[config.mk]
export PLATFORM = sky130hd
export DESIGN_NAME = nearest_neighbor_scale_address
export DESIGN_NICKNAME = d
export VERILOG_FILES = /design/src/hdl/nnsa_pkg.sv /design/src/hdl/nnsa_step_div.sv /design/src/hdl/nnsa_cfg_regs.sv /design/src/hdl/nnsa_pipe.sv /design/src/hdl/nearest_neighbor_scale_address.sv
export SDC_FILE = /design/constraint.sdc
export NUM_CORES = 2
export LEC_CHECK = 0
export CORE_ASPECT_RATIO = 0.6
export CORE_MARGIN = 8
export CORE_UTILIZATION = 65
export DETAILED_ROUTE_END_ITERATION = 10
export DONT_BUFFER_PORTS = 1
export PLACE_DENSITY = 0.84
export REMOVE_ABC_BUFFERS = 1
export SETUP_SLACK_MARGIN = 0.3
export SYNTH_ARGS = -nofsm -noshare
export SYNTH_HDL_FRONTEND = slang
export SYNTH_SLANG_ARGS = --single-unit
[constraint.sdc]
create_clock -name clk -period 16.7 [get_ports clk]
set_clock_uncertainty 0.15 [all_clocks]
set_input_delay 5.01 -clock clk [delete_from_list [all_inputs] [get_ports clk]]
set_output_delay 5.01 -clock clk [all_outputs]
set_load 0.01 [all_outputs]
[src/hdl/nnsa_pkg.sv]
// Shared types and constants for the nearest-neighbor scale address block.
package nnsa_pkg;

    // Field and datapath widths
    localparam int DEST_W     = 10;
    localparam int SRC_W      = 12;
    localparam int IDX_W      = 24;
    localparam int ZOOM_W     = 22;
    localparam int PAN_W      = 32;
    localparam int DIM_W      = 13;
    localparam int Q_SHIFT    = 16;
    localparam int STEP_W     = 33;
    localparam int PROD_W     = STEP_W + DEST_W;
    localparam int POS_W      = PROD_W + 1;
    localparam int BPOS_W     = POS_W - Q_SHIFT;
    localparam int CNT_W      = 6;
    localparam int CFG_IDX_W  = 3;
    localparam int CFG_DATA_W = 32;

    // Constants
    localparam logic [DIM_W-1:0]  MAX_IMAGE_DIM = 13'd4096;
    localparam logic [STEP_W-1:0] STEP_RESET    = 33'd65536;
    localparam logic [PAN_W-1:0]  PAN_BIAS      = 32'h8000_0000;
    localparam logic [BPOS_W-1:0] HALF_BIAS     = 28'd32768;
    localparam logic [CNT_W-1:0]  DIV_LAST_BIT  = 6'd32;

    // Register indexes
    localparam logic [CFG_IDX_W-1:0] REG_ZOOM   = 3'd0;
    localparam logic [CFG_IDX_W-1:0] REG_PAN_X  = 3'd1;
    localparam logic [CFG_IDX_W-1:0] REG_PAN_Y  = 3'd2;
    localparam logic [CFG_IDX_W-1:0] REG_WIDTH  = 3'd3;
    localparam logic [CFG_IDX_W-1:0] REG_HEIGHT = 3'd4;

    typedef struct packed {
        logic [DEST_W-1:0] dest_x;
        logic [DEST_W-1:0] dest_y;
    } in_beat_t;

    typedef struct packed {
        logic              inside_res;
        logic [SRC_W-1:0]  src_x;
        logic [SRC_W-1:0]  src_y;
        logic [IDX_W-1:0]  src_index;
    } res_beat_t;

    // Settings seen by the datapath
    typedef struct packed {
        logic [STEP_W-1:0]      step;
        logic                   zoom_zero;
        logic signed [PAN_W-1:0] pan_x;
        logic signed [PAN_W-1:0] pan_y;
        logic [DIM_W-1:0]       width;
        logic [DIM_W-1:0]       height;
    } cfg_t;

endpackage

[src/hdl/nnsa_step_div.sv]
// Bit-serial restoring divider that forms the step floor(2^32 / zoom).
module nnsa_step_div
    import nnsa_pkg::*;
(
    input  logic                       clk,
    input  logic                       rst_n,
    input  logic                       start,
    input  logic [nnsa_pkg::ZOOM_W-1:0] divisor,
    output logic                       busy,
    output logic [nnsa_pkg::STEP_W-1:0] quot
);

    logic [ZOOM_W-1:0] dvsr_reg, dvsr_next;
    logic [ZOOM_W-1:0] rem_reg, rem_next;
    logic [STEP_W-1:0] quot_reg, quot_next;
    logic [CNT_W-1:0]  cnt_reg, cnt_next;
    logic              busy_reg, busy_next;
    logic [ZOOM_W:0]   trial;
    logic              fits;

    // One quotient bit per cycle; dividend is 2^32, so only the first bit is 1
    always_comb
    begin
        trial     = {rem_reg, (cnt_reg == DIV_LAST_BIT)};
        fits      = (trial >= {1'b0, dvsr_reg});
        dvsr_next = dvsr_reg;
        rem_next  = rem_reg;
        quot_next = quot_reg;
        cnt_next  = cnt_reg;
        busy_next = busy_reg;
        if (start)
        begin
            dvsr_next = divisor;
            rem_next  = '0;
            cnt_next  = DIV_LAST_BIT;
            busy_next = 1'b1;
        end
        else if (busy_reg)
        begin
            rem_next  = fits ? ZOOM_W'(trial - {1'b0, dvsr_reg}) : trial[ZOOM_W-1:0];
            quot_next = {quot_reg[STEP_W-2:0], fits};
            cnt_next  = cnt_reg - CNT_W'(1);
            busy_next = (cnt_reg != '0);
        end
    end

    always_ff @(posedge clk or negedge rst_n)
    begin
        if (!rst_n)
        begin
            busy_reg <= 1'b0;
            cnt_reg  <= '0;
            quot_reg <= STEP_RESET;
        end
        else
        begin
            busy_reg <= busy_next;
            cnt_reg  <= cnt_next;
            quot_reg <= quot_next;
        end
    end

    always_ff @(posedge clk)
    begin
        dvsr_reg <= dvsr_next;
        rem_reg  <= rem_next;
    end

    assign busy = busy_reg;
    assign quot = quot_reg;

endmodule

[src/hdl/nnsa_cfg_regs.sv]
// Configuration registers and step computation.
module nnsa_cfg_regs
    import nnsa_pkg::*;
(
    input  logic                           clk,
    input  logic                           rst_n,
    input  logic                           cfg_we,
    input  logic [nnsa_pkg::CFG_IDX_W-1:0]  cfg_index,
    input  logic [nnsa_pkg::CFG_DATA_W-1:0] cfg_data,
    output nnsa_pkg::cfg_t                 cfg,
    output logic                           busy
);

    logic                    zoom_zero_reg, zoom_zero_next;
    logic signed [PAN_W-1:0] pan_x_reg, pan_x_next;
    logic signed [PAN_W-1:0] pan_y_reg, pan_y_next;
    logic [DIM_W-1:0]        width_reg, width_next;
    logic [DIM_W-1:0]        height_reg, height_next;
    logic                    div_start;
    logic [STEP_W-1:0]       step;

    // Register write decode
    always_comb
    begin
        zoom_zero_next = zoom_zero_reg;
        pan_x_next     = pan_x_reg;
        pan_y_next     = pan_y_reg;
        width_next     = width_reg;
        height_next    = height_reg;
        div_start      = 1'b0;
        if (cfg_we)
        begin
            case (cfg_index)
                REG_ZOOM:
                begin
                    zoom_zero_next = (cfg_data[ZOOM_W-1:0] == '0);
                    div_start      = (cfg_data[ZOOM_W-1:0] != '0);
                end
                REG_PAN_X:  pan_x_next  = cfg_data;
                REG_PAN_Y:  pan_y_next  = cfg_data;
                REG_WIDTH:  width_next  = cfg_data[DIM_W-1:0];
                REG_HEIGHT: height_next = cfg_data[DIM_W-1:0];
                default:    ;
            endcase
        end
    end

    always_ff @(posedge clk or negedge rst_n)
    begin
        if (!rst_n)
        begin
            zoom_zero_reg <= 1'b0;
            pan_x_reg     <= '0;
            pan_y_reg     <= '0;
            width_reg     <= DIM_W'(1);
            height_reg    <= DIM_W'(1);
        end
        else
        begin
            zoom_zero_reg <= zoom_zero_next;
            pan_x_reg     <= pan_x_next;
            pan_y_reg     <= pan_y_next;
            width_reg     <= width_next;
            height_reg    <= height_next;
        end
    end

    nnsa_step_div u_step_div (
        .clk     (clk),
        .rst_n   (rst_n),
        .start   (div_start),
        .divisor (cfg_data[ZOOM_W-1:0]),
        .busy    (busy),
        .quot    (step)
    );

    // Oversized dimensions clamp to the largest supported image
    always_comb
    begin
        cfg.step      = step;
        cfg.zoom_zero = zoom_zero_reg;
        cfg.pan_x     = pan_x_reg;
        cfg.pan_y     = pan_y_reg;
        cfg.width     = (width_reg > MAX_IMAGE_DIM) ? MAX_IMAGE_DIM : width_reg;
        cfg.height    = (height_reg > MAX_IMAGE_DIM) ? MAX_IMAGE_DIM : height_reg;
    end

endmodule

[src/hdl/nnsa_pipe.sv]
// Four-stage address datapath: multiply, position, bounds, index.
module nnsa_pipe
    import nnsa_pkg::*;
(
    input  logic                 clk,
    input  logic                 rst_n,
    input  nnsa_pkg::cfg_t       cfg,
    input  logic                 hold,
    input  logic                 item_valid,
    output logic                 item_stall,
    input  nnsa_pkg::in_beat_t   item_data,
    output logic                 res_valid,
    input  logic                 res_stall,
    output nnsa_pkg::res_beat_t  res_data
);

    logic                v1_reg, v2_reg, v3_reg, v4_reg;
    logic                rdy1, rdy2, rdy3, rdy4;
    logic [PROD_W-1:0]   s1_prod_x_reg, s1_prod_y_reg;
    logic [BPOS_W-1:0]   s2_bx_reg, s2_by_reg;
    logic                s3_inside_reg;
    logic [SRC_W-1:0]    s3_sx_reg, s3_sy_reg;
    res_beat_t           s4_res_reg, s4_res_next;
    logic [POS_W-1:0]    pos_x, pos_y;
    logic [BPOS_W-1:0]   off_x, off_y;
    logic                ok_x, ok_y;
    logic [IDX_W:0]      idx_full;

    // Each stage loads when empty or when the stage after it moves
    assign rdy4       = !v4_reg || !res_stall;
    assign rdy3       = !v3_reg || rdy4;
    assign rdy2       = !v2_reg || rdy3;
    assign rdy1       = !v1_reg || rdy2;
    assign item_stall = !rdy1 || hold;

    always_ff @(posedge clk or negedge rst_n)
    begin
        if (!rst_n)
        begin
            v1_reg <= 1'b0;
            v2_reg <= 1'b0;
            v3_reg <= 1'b0;
            v4_reg <= 1'b0;
        end
        else
        begin
            if (rdy1) v1_reg <= item_valid && !hold;
            if (rdy2) v2_reg <= v1_reg;
            if (rdy3) v3_reg <= v2_reg;
            if (rdy4) v4_reg <= v3_reg;
        end
    end

    // Stage 1: step * dest per axis
    always_ff @(posedge clk)
    begin
        if (rdy1)
        begin
            s1_prod_x_reg <= PROD_W'(cfg.step) * PROD_W'(item_data.dest_x);
            s1_prod_y_reg <= PROD_W'(cfg.step) * PROD_W'(item_data.dest_y);
        end
    end

    // Stage 2: biased pan plus offset, floor to whole pixels
    always_comb
    begin
        pos_x = POS_W'(cfg.pan_x ^ PAN_BIAS) + POS_W'(s1_prod_x_reg);
        pos_y = POS_W'(cfg.pan_y ^ PAN_BIAS) + POS_W'(s1_prod_y_reg);
    end

    always_ff @(posedge clk)
    begin
        if (rdy2)
        begin
            s2_bx_reg <= pos_x[POS_W-1:Q_SHIFT];
            s2_by_reg <= pos_y[POS_W-1:Q_SHIFT];
        end
    end

    // Stage 3: remove bias, bounds test against the image
    always_comb
    begin
        off_x = s2_bx_reg - HALF_BIAS;
        off_y = s2_by_reg - HALF_BIAS;
        ok_x  = (s2_bx_reg >= HALF_BIAS) && (off_x < BPOS_W'(cfg.width));
        ok_y  = (s2_by_reg >= HALF_BIAS) && (off_y < BPOS_W'(cfg.height));
    end

    always_ff @(posedge clk)
    begin
        if (rdy3)
        begin
            s3_inside_reg <= ok_x && ok_y && !cfg.zoom_zero;
            s3_sx_reg     <= (ok_x && ok_y && !cfg.zoom_zero) ? off_x[SRC_W-1:0] : '0;
            s3_sy_reg     <= (ok_x && ok_y && !cfg.zoom_zero) ? off_y[SRC_W-1:0] : '0;
        end
    end

    // Stage 4: linear index into the output register; zero coords give zero
    always_comb
    begin
        idx_full               = (IDX_W+1)'(s3_sy_reg) * (IDX_W+1)'(cfg.width)
                               + (IDX_W+1)'(s3_sx_reg);
        s4_res_next.inside_res = s3_inside_reg;
        s4_res_next.src_x      = s3_sx_reg;
        s4_res_next.src_y      = s3_sy_reg;
        s4_res_next.src_index  = idx_full[IDX_W-1:0];
    end

    always_ff @(posedge clk)
    begin
        if (rdy4)
        begin
            s4_res_reg <= s4_res_next;
        end
    end

    assign res_valid = v4_reg;
    assign res_data  = s4_res_reg;

endmodule

[src/hdl/nearest_neighbor_scale_address.sv]
// Top level of the nearest-neighbor zoom and pan address generator.
// Maps each destination viewport beat (dest_x, dest_y) to the nearest source pixel and its
// linear index, taking one beat per clock unless the result side or the step divider stalls
// it; the pipeline stages are multiply, position add, bounds test, and index multiply-add. The
// per-pixel step floor(2^32 / zoom) comes from a one-bit-per-cycle divider: after a nonzero
// write to the zoom register item_stall stays high while the new step is
// formed. After reset the step for zoom 1.0 is already loaded and no wait applies.
module nearest_neighbor_scale_address
    import nnsa_pkg::*;
(
    input  logic                           clk,
    input  logic                           rst_n,
    input  logic                           item_valid,
    output logic                           item_stall,
    input  nnsa_pkg::in_beat_t             item_data,
    output logic                           res_valid,
    input  logic                           res_stall,
    output nnsa_pkg::res_beat_t            res_data,
    input  logic                           cfg_we,
    input  logic [nnsa_pkg::CFG_IDX_W-1:0]  cfg_index,
    input  logic [nnsa_pkg::CFG_DATA_W-1:0] cfg_data
);

    cfg_t cfg;
    logic div_busy;

    nnsa_cfg_regs u_cfg_regs (
        .clk       (clk),
        .rst_n     (rst_n),
        .cfg_we    (cfg_we),
        .cfg_index (cfg_index),
        .cfg_data  (cfg_data),
        .cfg       (cfg),
        .busy      (div_busy)
    );

    nnsa_pipe u_pipe (
        .clk        (clk),
        .rst_n      (rst_n),
        .cfg        (cfg),
        .hold       (div_busy),
        .item_valid (item_valid),
        .item_stall (item_stall),
        .item_data  (item_data),
        .res_valid  (res_valid),
        .res_stall  (res_stall),
        .res_data   (res_data)
    );

endmodule

# After elaboration in Yosys (flattened, before gate mapping)
# Index checks and enable logic that the tools add are counted.
[totals]
ff_bits = 395
out_inout_bits = 51
input_bits = 60
elab_cells = 88
[op_classes]
n_bitwise = 3
order_cmp = 7
n_mul = 3
n_addsub = 7
muxes = 9
eq_ne = 5
n_reduce_logical = 29
[op_table]
columns = ["op", "count"]
rows = [
  ["adder 32 x 43 -> 44 bit", 2],
  ["multiplier 33 x 10 -> 43 bit", 2],
  [">= comparator 28 x 16 -> 1 bit, second input constant", 2],
  ["< comparator 28 x 13 -> 1 bit", 2],
  ["subtractor 28 x 16 -> 28 bit, second input constant", 2],
  ["> comparator 13 bit, second input constant", 2],
  ["2-to-1 mux 13 bit", 2],
  ["adder 24 x 12 -> 24 bit", 1],
  ["multiplier 12 x 13 -> 24 bit", 1],
  [">= comparator 23 x 22 -> 1 bit", 1],
  ["zero test 22 bit", 1],
  ["2-to-1 mux 22 bit", 1],
  ["nonzero test 22 bit", 1],
  ["subtractor 22 bit", 1],
  ["2-to-1 mux 6 bit", 2],
  ["AND reduction 2 bit", 6],
  ["zero test 1 bit", 8],
  ["== test 3 x 2 -> 1 bit, second input constant", 2],
  ["== test 6 bit, second input constant", 1],
  ["nonzero test 6 bit", 1],
  ["subtractor 6 x 1 -> 6 bit, second input constant", 1],
  ["logical AND 1 bit", 5],
  ["logical OR 1 bit", 5],
  ["2-to-1 mux 1 bit", 4],
  ["5 further kinds", 7],
]

# Depth between registers and ports, before layout
[logic_depth]
word_depth = 7
mapped_depth = 23
mapped_depth_nobuf = 21

# Cells and area by module
# A second synthesis with hierarchy kept.
[unflattened]
hier_cells = 4447
hier_area_um2 = 44535.2
[modules_own_cells]
columns = ["module", "cells_each", "instances", "area_each_um2", "seq_area_each_um2"]
rows = [
  ["nnsa_pipe", 3755, 1, 36034.6, 6586.3],
  ["nnsa_step_div", 455, 1, 4817.1, 2103.3],
  ["nnsa_cfg_regs", 237, 1, 3683.5, 2279.7],
]

# Worst setup path after synthesis
# No wires, ideal clock.
[synth_path]
path_kind = "input port to output port"
start = "in res_stall"
end = "out item_stall"
cell_stages = 4
slack_ps = 2501
t_arrival_ps = 9039
required_ps = 11540
path_buffers = 0
path_cell_list = "nand4_1 inv_1 nand2_1 nand2b_1"
[synth_between]
elab_chain_cells = 7
[synth_rtl]
columns = ["item", "line_no", "source"]
rows = [
  ["start, declared", "nearest_neighbor_scale_address.sv:17", "input logic res_stall,"],
  ["zero test 1 bit", "nnsa_pipe.sv:30", "assign rdy4 = !v4_reg || !res_stall;"],
  ["logical OR 1 bit", "nnsa_pipe.sv:30", ""],
  ["logical OR 1 bit", "nnsa_pipe.sv:31", "assign rdy3 = !v3_reg || rdy4;"],
  ["logical OR 1 bit", "nnsa_pipe.sv:32", "assign rdy2 = !v2_reg || rdy3;"],
  ["logical OR 1 bit", "nnsa_pipe.sv:33", "assign rdy1 = !v1_reg || rdy2;"],
  ["zero test 1 bit", "nnsa_pipe.sv:34", "assign item_stall = !rdy1 || hold;"],
  ["logical OR 1 bit", "nnsa_pipe.sv:34", ""],
  ["end, declared", "nearest_neighbor_scale_address.sv:14", "output logic item_stall,"],
]
# No other way between the ends.

# Worst setup path in the final report
# Same ends and word-level chain as after synthesis.

==> impl_metrics.py <==
metrics = {
    "worst_setup_path": {
        "worstPathCellList": "nand4_1 -> buf_4 -> inv_1 -> nand2_4 -> nand2b_1",
        "worst_r2r_startpoint": "u_cfg_regs.u_step_div.quot[20]",
        "crit_fanout": 58,
        "delay_of_the_slowest_critical_path_stage_ns": 0.62,
        "worstPathBufferInverterCount": 2,
        "cp_data_required_time_ns": 11.54,
        "critical_path_class": "in2out",
        "start_kind": "primary input",
        "critical_path.startpoint": "res_stall",
        "critPathCaptureType": "primary output",
        "cp_slowest_cell": "buf_4",
        "cpLargestDelayFamily": "buffers and inverters",
        "worst-endpoint-arrival_ns": 6.62,
    },
    "drt": {
        "per_cell_via_count_in_the_routed_design": 5.95,
        "dr.first_iter.drc_count": 3268,
        "wirelength_um": 107000,
        "first_pass_iters": 6,
        "remaining_drc_errors": 0,
        "ant_nets": 0,
        "detail_routed_net_length_per_standard_cell_um": 20.6,
        "via_count": 31000,
    },
    "synth": {
        "synthMuxAreaShare_pct": 2.67,
        "synth-async-reset-ratio_pct": 34.2,
        "fraction_of_synthesized_cell_area_taken_by_the_top_area_cell_type_pct": 28.1,
        "post_synth_edffs": 238,
        "postSynthCellCount": 4399,
        "dominant_combinational_cell_family_by_area_after_synthesis": "adder cells",
        "synth_area_per_cell_um2": 9.92,
        "synth_xor_area_share_pct": 3.27,
        "synth_compound_area_share_pct": 7.82,
        "yosys_warnings": 0,
        "synthAdderAreaFrac_pct": 37.8,
        "cell_area_after_synthesis_um2": 43600,
        "yosys-top-cells-area": "fa_1 28%, edfxtp_1 16%, ha_1 9.6%",
        "seq_area_frac_synth_pct": 25.1,
        "post-synth-top-area-cell": "fa_1",
        "synth_cell_types": 93,
        "ys_ff_latch": 395,
        "synth_simple_gate_area_share_pct": 15.7,
        "yosys_most_used_dff": "edfxtp_1",
    },
    "clock_tree": {
        "clkLatencyLatePin_ns": 0.57,
        "post_cts.repair.setup_buffers": 0,
        "cts_made_buffers": 40,
        "numClockSinks": 395,
        "cts_repair_resize_count": 0,
        "clkTransAtPathRegs_ns": 0.06,
        "cts.path.max_buffers": 3,
        "hold_buffers": 0,
        "htree_num_levels": 2,
        "tritoncts": "yes",
        "clk_root_buffer_cell": "clkbuf_16",
    },
    "sta": {
        "timing.final.setup_violations": 0,
        "hold_viol": 0,
        "timing.setup.tns_ns": 0,
        "max_clock_freq_mhz": 84.9,
        "rsz_0062_raised_after_global_routing": "no",
        "timing.final.crit_period_ns": 11.78,
        "layout_worst_path_cycle_share_pct": 70.6,
        "timing.slew.headroom_pct": 13.9,
        "actual_slew_at_the_worst_max_slew_pin_ns": 1.29,
        "report.final.slew_viol_count": 0,
    },
    "global_route": {
        "grt_use_total_pct": 28.2,
        "grt_overflow_total": 0,
        "grt_pass1_vias": 31900,
        "first_pass_grt_wire_length_um": 172000,
        "antenna_found_initial": 6,
        "grt_max_degree": 136,
    },
    "layout": {
        "seqCellArea_um2": 11000,
        "flow.area_growth_from_synthesis_pct": 4.70,
        "layout.nets": 5281,
        "drive_gt1_share_pct": 5.13,
        "multiInputGateArea_um2": 29400,
        "final.fill_count": 4722,
        "largest_register_ff_count": 49,
    },
    "floorplan": {
        "chipWidth_um": 350,
        "row_count": 73,
        "core_area_um2": 66300,
        "fp.dieArea_um2": 75900,
        "initial_core_util_pct": 65.8,
        "boundaryPins": 111,
        "die_h_um": 217,
    },
    "worst_hold_path": {
        "min-delay-start": "u_pipe.s3_inside_reg",
        "min_path_type": "reg2reg",
    },
    "status": {
        "run_status": "completed",
    },
    "job": {
        "maxCapViolations": 0,
    },
    "place": {
        "port_buffers": 0,
        "gp_congestion": 0.944,
        "dpl.hpwl_um": 82400,
    },
}
## synthesized netlist by cell type (36+ instances only)
library cell / count
inv_1: 681
nand2_1: 653
fa_1: 613
and2_1: 393
ha_1: 336
edfxtp_1: 238
clkbuf_1: 180
nor2_1: 133
dfrtp_1: 132
a21oi_1: 127
xnor2_1: 110
mux2_2: 88
o21ai_0: 80
a21o_1: 77
xor2_1: 53
nand3_1: 51
nand4_1: 36
## stage by stage
step	std cells	util, %	hold WS, ns	area (um^2)	setup slack, ns
after floorplan	4203	-	0.250	42900	2.50
after global placement	5130	66.7	0.253	44200	4.96
after detailed placement	5130	66.7	0.272	44200	4.92
after CTS	5204	68.9	0.287	45700	4.86
after global routing	5204	68.9	0.301	45700	4.78
final	5206	68.9	0.280	45700	4.92
## kinds of logic (layout without fill, tap and decap cells)
group	count (synthesis)	in the layout
AO/OA/AOI/OAI	491	491
XOR/XNOR	163	163
adder cells (fa/ha/maj)	949	949
buffers and inverters	877	782
flip-flops	395	395
multiplexers	105	105
other	0	2
AND/OR/NAND/NOR	1419	1419
## per-layer routing
layer | track usage, % | up-vias | wire, um
met2 | 40.7 | 1634 | 45200
met5 | 0 | - | 52
met1 | 40.2 | 15300 | 45400
li1 | - | 13900 | -
met4 | 5.93 | 4 | 1840
met3 | 11.4 | 175 | 14500
## worst paths after layout
check	cells past startpoint	slack, ns	end
min	0	0.28	u_pipe.res_data[48]
max reg2reg	19	9.64	u_pipe.s1_prod_y_reg[42]
min reg2reg	0	0.28	u_pipe.res_data[48]
min in group asynchronous	0	4.00	u_cfg_regs.pan_x_reg[1]
max in group asynchronous	0	12.10	u_cfg_regs.height_reg[0]
max	5	4.92	item_stall
## cells in the final DEF (no fill, tap or decap), types with 25 or more instances in the layout
cell type / synthesis / layout
and2_1: 393 / 393
inv_1: 681 / 681
nand4_1: 36 / 36
buf_4: 1 / 27
xnor2_1: 110 / 110
a211oi_1: 32 / 32
fa_1: 613 / 613
dfrtp_1: 132 / 132
a21o_1: 77 / 77
nand2_1: 653 / 651
nand3_1: 51 / 51
clkbuf_16: 0 / 47
nor3_1: 32 / 32
mux2_2: 88 / 88
o21ai_0: 80 / 79
nor2_1: 133 / 131
nand2b_1: 28 / 28
xor2_1: 53 / 53
o21a_1: 25 / 25
ha_1: 336 / 336
edfxtp_1: 238 / 238
a21oi_1: 127 / 127
## layout make-up
type | count | area share [%]
antenna | 2 | 0.0110
clock buffer | 64 | 2.87
clock inverter | 10 | 0.249
inverter | 681 | 5.60
multi-input combinational | 3127 | 64.3
sequential | 395 | 24.0
tap | 900 | 2.47
timing repair buffer | 27 | 0.444
Power is not shown: default switching activity piles up to over one toggle a cycle in this logic, so the estimate is an artifact.
